`src/design/rwgt_pkg.sv`:
```
// ----------------------------------------------------------------------------
// rwgt_pkg
// Shared types, widths and codes of the replay window GOP trimmer.
// ----------------------------------------------------------------------------
package rwgt_pkg;

  localparam int unsigned VIDEO_DEPTH_DEF = 4096;
  localparam int unsigned AUDIO_DEPTH_DEF = 4096;
  localparam int unsigned SEG_SLOTS_DEF   = 16;

  localparam int unsigned PTS_W   = 63;
  localparam int unsigned SIZE_W  = 32;
  localparam int unsigned BYTE_W  = 48;
  localparam int unsigned SEGB_W  = 41;
  localparam int unsigned ID_W    = 32;
  localparam int unsigned CNT_O_W = 13;
  localparam int unsigned FRE_O_W = 5;
  localparam int unsigned CFG_W   = 63;

  localparam logic [SEGB_W-1:0] SEG_BYTES_RESET = SEGB_W'(32 * 1024 * 1024);

  typedef enum logic [1:0] {
    CFG_TIME_WINDOW   = 2'd0,
    CFG_BYTE_BUDGET   = 2'd1,
    CFG_SEGMENT_BYTES = 2'd2
  } cfg_e;

  typedef enum logic [1:0] {
    KIND_VIDEO = 2'd0,
    KIND_AUDIO = 2'd1,
    KIND_CLEAR = 2'd2
  } kind_e;

  typedef enum logic [1:0] {
    OP_VIDEO  = 2'd0,
    OP_AUDIO  = 2'd1,
    OP_CLEAR  = 2'd2,
    OP_IGNORE = 2'd3
  } op_e;

  typedef enum logic [2:0] {
    ST_STORED  = 3'd0,
    ST_IGNORED = 3'd1,
    ST_FULL    = 3'd2,
    ST_NOSLOT  = 3'd3,
    ST_CLEARED = 3'd4
  } status_e;

  typedef struct packed {
    op_e              op;
    logic [PTS_W-1:0] pts;
    logic [SIZE_W-1:0] size;
    logic             key;
  } item_t;

  typedef struct packed {
    status_e            status;
    logic [ID_W-1:0]    segment_id;
    logic [BYTE_W-1:0]  byte_offset;
    logic [CNT_O_W-1:0] video_entries;
    logic [CNT_O_W-1:0] audio_entries;
    logic [BYTE_W-1:0]  total_bytes;
    logic [CNT_O_W-1:0] evicted_video;
    logic [CNT_O_W-1:0] evicted_audio;
    logic [FRE_O_W-1:0] segments_freed;
    logic [ID_W-1:0]    dropped_gop_count;
  } res_t;

endpackage

```
`src/design/rwgt_front.sv`:
```
// ----------------------------------------------------------------------------
// rwgt_front
// Accepts input words, classifies them and holds them in a two-entry queue.
// ----------------------------------------------------------------------------
module rwgt_front (
  input  logic                   clk_i,
  input  logic                   rst_ni,
  input  logic                   in_valid_i,
  output logic                   in_stall_o,
  input  logic [1:0]             kind_i,
  input  logic [rwgt_pkg::PTS_W-1:0]  pts_i,
  input  logic [rwgt_pkg::SIZE_W-1:0] payload_size_i,
  input  logic                   is_keyframe_i,
  output logic                   q_valid_o,
  output rwgt_pkg::item_t        q_item_o,
  input  logic                   q_pop_i
);
  import rwgt_pkg::*;

  item_t      mem_q [2];
  logic       wr_q, wr_d, rd_q, rd_d;
  logic [1:0] cnt_q, cnt_d;
  item_t      cls;
  logic       push;

  always_comb begin
    cls.pts  = pts_i;
    cls.size = payload_size_i;
    cls.key  = is_keyframe_i;
    if (kind_i == KIND_CLEAR) begin
      cls.op = OP_CLEAR;
    end else if (payload_size_i == '0) begin
      cls.op = OP_IGNORE;
    end else if (kind_i == KIND_VIDEO) begin
      cls.op = OP_VIDEO;
    end else if (kind_i == KIND_AUDIO) begin
      cls.op = OP_AUDIO;
    end else begin
      cls.op = OP_IGNORE;
    end
  end

  assign in_stall_o = (cnt_q == 2'd2);
  assign push       = in_valid_i && !in_stall_o;
  assign q_valid_o  = (cnt_q != 2'd0);
  assign q_item_o   = mem_q[rd_q];

  always_comb begin
    wr_d  = push ? !wr_q : wr_q;
    rd_d  = q_pop_i ? !rd_q : rd_q;
    cnt_d = cnt_q + {1'b0, push} - {1'b0, q_pop_i};
  end

  always_ff @(posedge clk_i) begin
    if (push) begin
      mem_q[wr_q] <= cls;
    end
  end

  always_ff @(posedge clk_i or negedge rst_ni) begin
    if (!rst_ni) begin
      wr_q  <= 1'b0;
      rd_q  <= 1'b0;
      cnt_q <= 2'd0;
    end else begin
      wr_q  <= wr_d;
      rd_q  <= rd_d;
      cnt_q <= cnt_d;
    end
  end

endmodule

```
`config.mk`:
```
export PLATFORM = sky130hd
export DESIGN_NAME = rwgt_front
export DESIGN_NICKNAME = d
export VERILOG_FILES = /design/src/design/rwgt_pkg.sv /design/src/design/rwgt_front.sv
export SDC_FILE = /design/constraint.sdc
export NUM_CORES = 1
export LEC_CHECK = 0
export ABC_AREA = 0
export BUFFER_PORTS_ARGS = -buffer_cell sky130_fd_sc_hd__buf_2
export CAP_MARGIN = 20
export CORE_ASPECT_RATIO = 0.8
export CORE_MARGIN = 4
export CORE_UTILIZATION = 40
export CTS_BUF_LIST = sky130_fd_sc_hd__clkbuf_4 sky130_fd_sc_hd__clkbuf_8
export CTS_CLUSTER_SIZE = 16
export DETAILED_ROUTE_END_ITERATION = 10
export HOLD_SLACK_MARGIN = 0.02
export PLACE_DENSITY = 0.7
export SLEW_MARGIN = 20
export SYNTH_ARGS = -nofsm -noshare
export SYNTH_HDL_FRONTEND = slang
export SYNTH_SLANG_ARGS = --single-unit
export TNS_END_PERCENT = 100
```
`constraint.sdc`:
```
create_clock -name clk_i -period 5.7 [get_ports clk_i]
set_clock_uncertainty 0.15 [all_clocks]
set_input_delay 0.57 -clock clk_i [delete_from_list [all_inputs] [get_ports clk_i]]
set_output_delay 0.57 -clock clk_i [all_outputs]
set_load 0.01 [all_outputs]
```
[Word-level counts from Yosys, hierarchy flattened]
Memory sizes are Yosys's and may differ from the RTL's.
Index checks and enable logic that the tools add are counted.
Word-level totals
  flip-flop bits (word level): 4
  RAM bits: 196
  output and inout bits: 100
  word-level logic and storage cells: 22
  memories kept: 1
Memories
  mem_q: words 2, width 98, read ports 1, clocked after memory_dff 0, wr ports 1, line rwgt_front.sv:20  | item_t mem_q [2];
Operators by class
  add/subtract/negate cells: 2
  equality and inequality tests: 3
  mux-type cells: 6
  reductions and logical operators: 7
Operators by type and width (number)
  32-bit logical NOT: 1
  2-bit 2-to-1 mux: 4
  2-bit == test, second input constant: 2
  1-bit logical NOT: 3
  2-bit by 1-bit adder with 2-bit output: 1
  2-bit by 1-bit == test with 1-bit output, second input constant: 1
  2-bit logical NOT: 1
  1-bit 2-to-1 mux: 2
  2-bit nonzero test: 1
  2-bit by 1-bit subtractor with 2-bit output: 1
  1-bit logical AND: 1

[Depth between registers and ports, before layout]
  depth after elaboration: 5
  mapped depth: 7
  mapped depth without buffers: 7

[Least setup slack after synthesis]
No wires, ideal clock.
  path kind: input -> register
  from: in in_valid_i
  to: mem mem_q[0][0] (netlist name) (enable)
  setup time: 0.555 ns
  arrival: 4.743 ns
  required time: 4.995 ns
  slack: 0.251 ns
  cell stages on the path: 2
  buffers on the path: 0
  path through: nand2_1 > nor2_1
On the way
  longest elaborated chain between the ends: 3
Ends and longest elaborated chain
  start, declared: line rwgt_front.sv:8  | input logic in_valid_i,
  1-bit logical AND: line rwgt_front.sv:44  | assign push = in_valid_i && !in_stall_o;
  1-bit 2-to-1 mux: line rwgt_front.sv:55  | if (push) begin
  1-bit 2-to-1 mux (implied by the code): line rwgt_front.sv:56  | mem_q[wr_q] <= cls;
  end, declared: line rwgt_front.sv:20
No other way between the ends.

==> run metrics <==
status=finished clean; Syn Nets=439; Layout Nets=653; most frequent cells in the layout=buf_2, edfxtp_1, mux2_2; post-route ant nets=0; area occupied by multi-input gates=around 1300 µm²; die area=20700 µm²; Reg2Reg Depth=3; grt ovf=0; final hold vios=0; CP startpoint=rd_q; Post-Syn Area=between 7000 and 8000 µm²; Max Cap Viol=0; DIE WIDTH=160 µm; fin crit period=3.35 ns; clk slew on worst S/H paths=0.10 ns; power per cell area=483 nW/µm²; final setup vio count=0; Buf+Inv Stages, Crit Path=2; CP endpoint kind=primary output; clk root buf=clkbuf_8; # port buffers=201; core area=18100 µm²; Netlist cell types=19; min-delay worst type=input pin to flop; register area share after synthesis=about four fifths; WL/cell=18.3 µm; largest net degree at the start of global routing=around 70; first-pass GRT wire length=around 22 mm; Clock Sinks=200; Worst VDD drop=0.000268 V; Final GP Congestion=0.764; fin util=50.0%; critical path depth=3; CP Class=flop to primary output; final max-slew violation count=0; post-DP HPWL=between 9 and 10 mm; CTS tree=built; Inserted Clock Buffers=17; initial antenna violation count=0; final WL=around 14 mm; Synth Instances=~340; row count=44; DIE HEIGHT=129 µm; RSZ-0062 raised after global routing=false; syn avg cell area=22.0 µm²; post-CTS setup buffers=0; Largest stage delay, worst path=around 1.1 ns; Worst Path Max Fanout=67; Req. time, crit path=around 5 ns; vias per cell=4.82; highest-delay cell along the critical path=dfrtp_4; vias in the first global route=about 4200; worst-margin pin slew=0.982 ns; Worst setup SP type=flop; reg-to-reg startpoint=cnt_q[1]; post-synthesis register bit count=200; r2r endpoint=mem_q[1][40]; most common cell after layout, fill and taps aside=buf_2; fillcell total=roughly 1500; Max Fclk=299 MHz; DR DRC count=0; Worst slew margin=34.6%; ANT cells=0; FF-to-FF setup slack=3.22 ns; Reg area=5990 µm²; share of layout cells above drive strength 1=60.0%; 1st-iter DRT viols=roughly 210; Arrival @ worst endpoint=around 2.6 ns; Setup TNS=0 ns; Starting Density=40.7%; clk buf depth=2; synth warn=0; Total GRT Usage=13.7%; drt first pass iters=4; end point of the critical path=q_item_o[2]; area growth from synthesis to layout=22.7%; CP cell instances=buf_4 -> mux2_2 -> buf_2; worst-skew pair later-pin latency=around 0.44 ns; io pins=just over 200; Largest delay share family, worst path=flip-flops; final critical-path share of the clock period=between 50% and 60%; Vias=3818; CTS H-Tree Depth=4; LEAKAGE=around 3.4 nW
[cell families after synthesis]
family,Yosys count,share of synthesized area (%)
flops,200,81.2
mux,98,15.5
simple gates,15,1.20
buf+inv,14,1.15
xor+xnor,4,0.475
compound gates,2,0.204
fa+ha+maj,2,0.339
[area by class of cell]
cell class / instances / share of cell area [%]
clock buffer: 17 / 2.58
clock inverter: 15 / 1.85
inverter: 3 / 0.124
multi-input combinational: 121 / 14.6
sequential: 200 / 66.2
tap: 230 / 3.18
timing repair buffer: 206 / 11.6
[metal layers]
layer | vias up | track usage (%) | part of all wire [%] | wire (µm)
li1 | 1763 | - | - | -
met1 | 1916 | 16.2 | 42 | 6070
met2 | 125 | 24.2 | 50 | 7290
met3 | 14 | 4.26 | 6.4 | 921
met4 | 0 | 4.45 | 1.4 | 198
met5 | - | 0 | 0 | 0
[flip-flops by register name (all words and copies together), names as in the netlist]
| name | flops |
|---|---|
| mem_q | 196 |
| cnt_q | 2 |
| rd_q | 1 |
| wr_q | 1 |
[synth_stat cells]
library cell | n | area share, %
o31ai_1 | 1 | 0.10
buf_2 | 8 | 0.54
nor4_1 | 8 | 0.68
nor2_1 | 1 | 0.051
nand4_1 | 2 | 0.17
and3_1 | 1 | 0.085
nand2_1 | 1 | 0.051
o21bai_1 | 1 | 0.10
edfxtp_1 | 196 | 80
ha_1 | 2 | 0.34
xnor2_1 | 3 | 0.36
nand2b_1 | 1 | 0.085
or2_2 | 1 | 0.085
inv_1 | 3 | 0.15
buf_6 | 3 | 0.46
mux2_2 | 88 | 13
xor2_1 | 1 | 0.12
dfrtp_1 | 4 | 1.4
mux2_4 | 10 | 2.0
[metrics by stage]
stage	instances	hold slack, ns	worst slack (ns)	total power [mW]	area, µm²
final	792	0.159	2.35	4.37	9050
after global routing	792	0.106	2.16	4.60	9050
after CTS	792	0.114	2.24	4.44	9050
after detailed placement	759	0.234	2.77	3.53	8640
after global placement	759	0.231	2.83	3.48	8640
after floorplan	335	0.124	0.251	3.04	7380
[power breakdown]
part | total [mW] | switching [mW] | internal, mW
clock | 0.914 | 0.512 | 0.402
sequential | 2.18 | 0.175 | 2.01
combinational | 1.27 | 0.655 | 0.620
[how the worst min path moves through the flow]
stage | from | endpoint | slack (ns) | cells past startpoint
6_report | is_keyframe_i | mem_q[1][0] | 0.16 | 1
5_1_grt | pts_i[37] | mem_q[0][70] | 0.11 | 1
4_1_cts | is_keyframe_i | mem_q[1][0] | 0.11 | 1
3_3_place_gp | rst_ni | wr_q | 0.23 | 1
3_5_place_dp | rst_ni | wr_q | 0.23 | 1
2_1_floorplan | rst_ni | cnt_q[0] | 0.12 | 0
[timing repair]
| action | 4_1_cts | 5_1_grt |
|---|---|---|
| hold buffers | 1 | 0 |
| hold endpoints to repair | 4 | 0 |
| gates resized for setup | 0 | 0 |
Power figures use the tool's default switching activity.
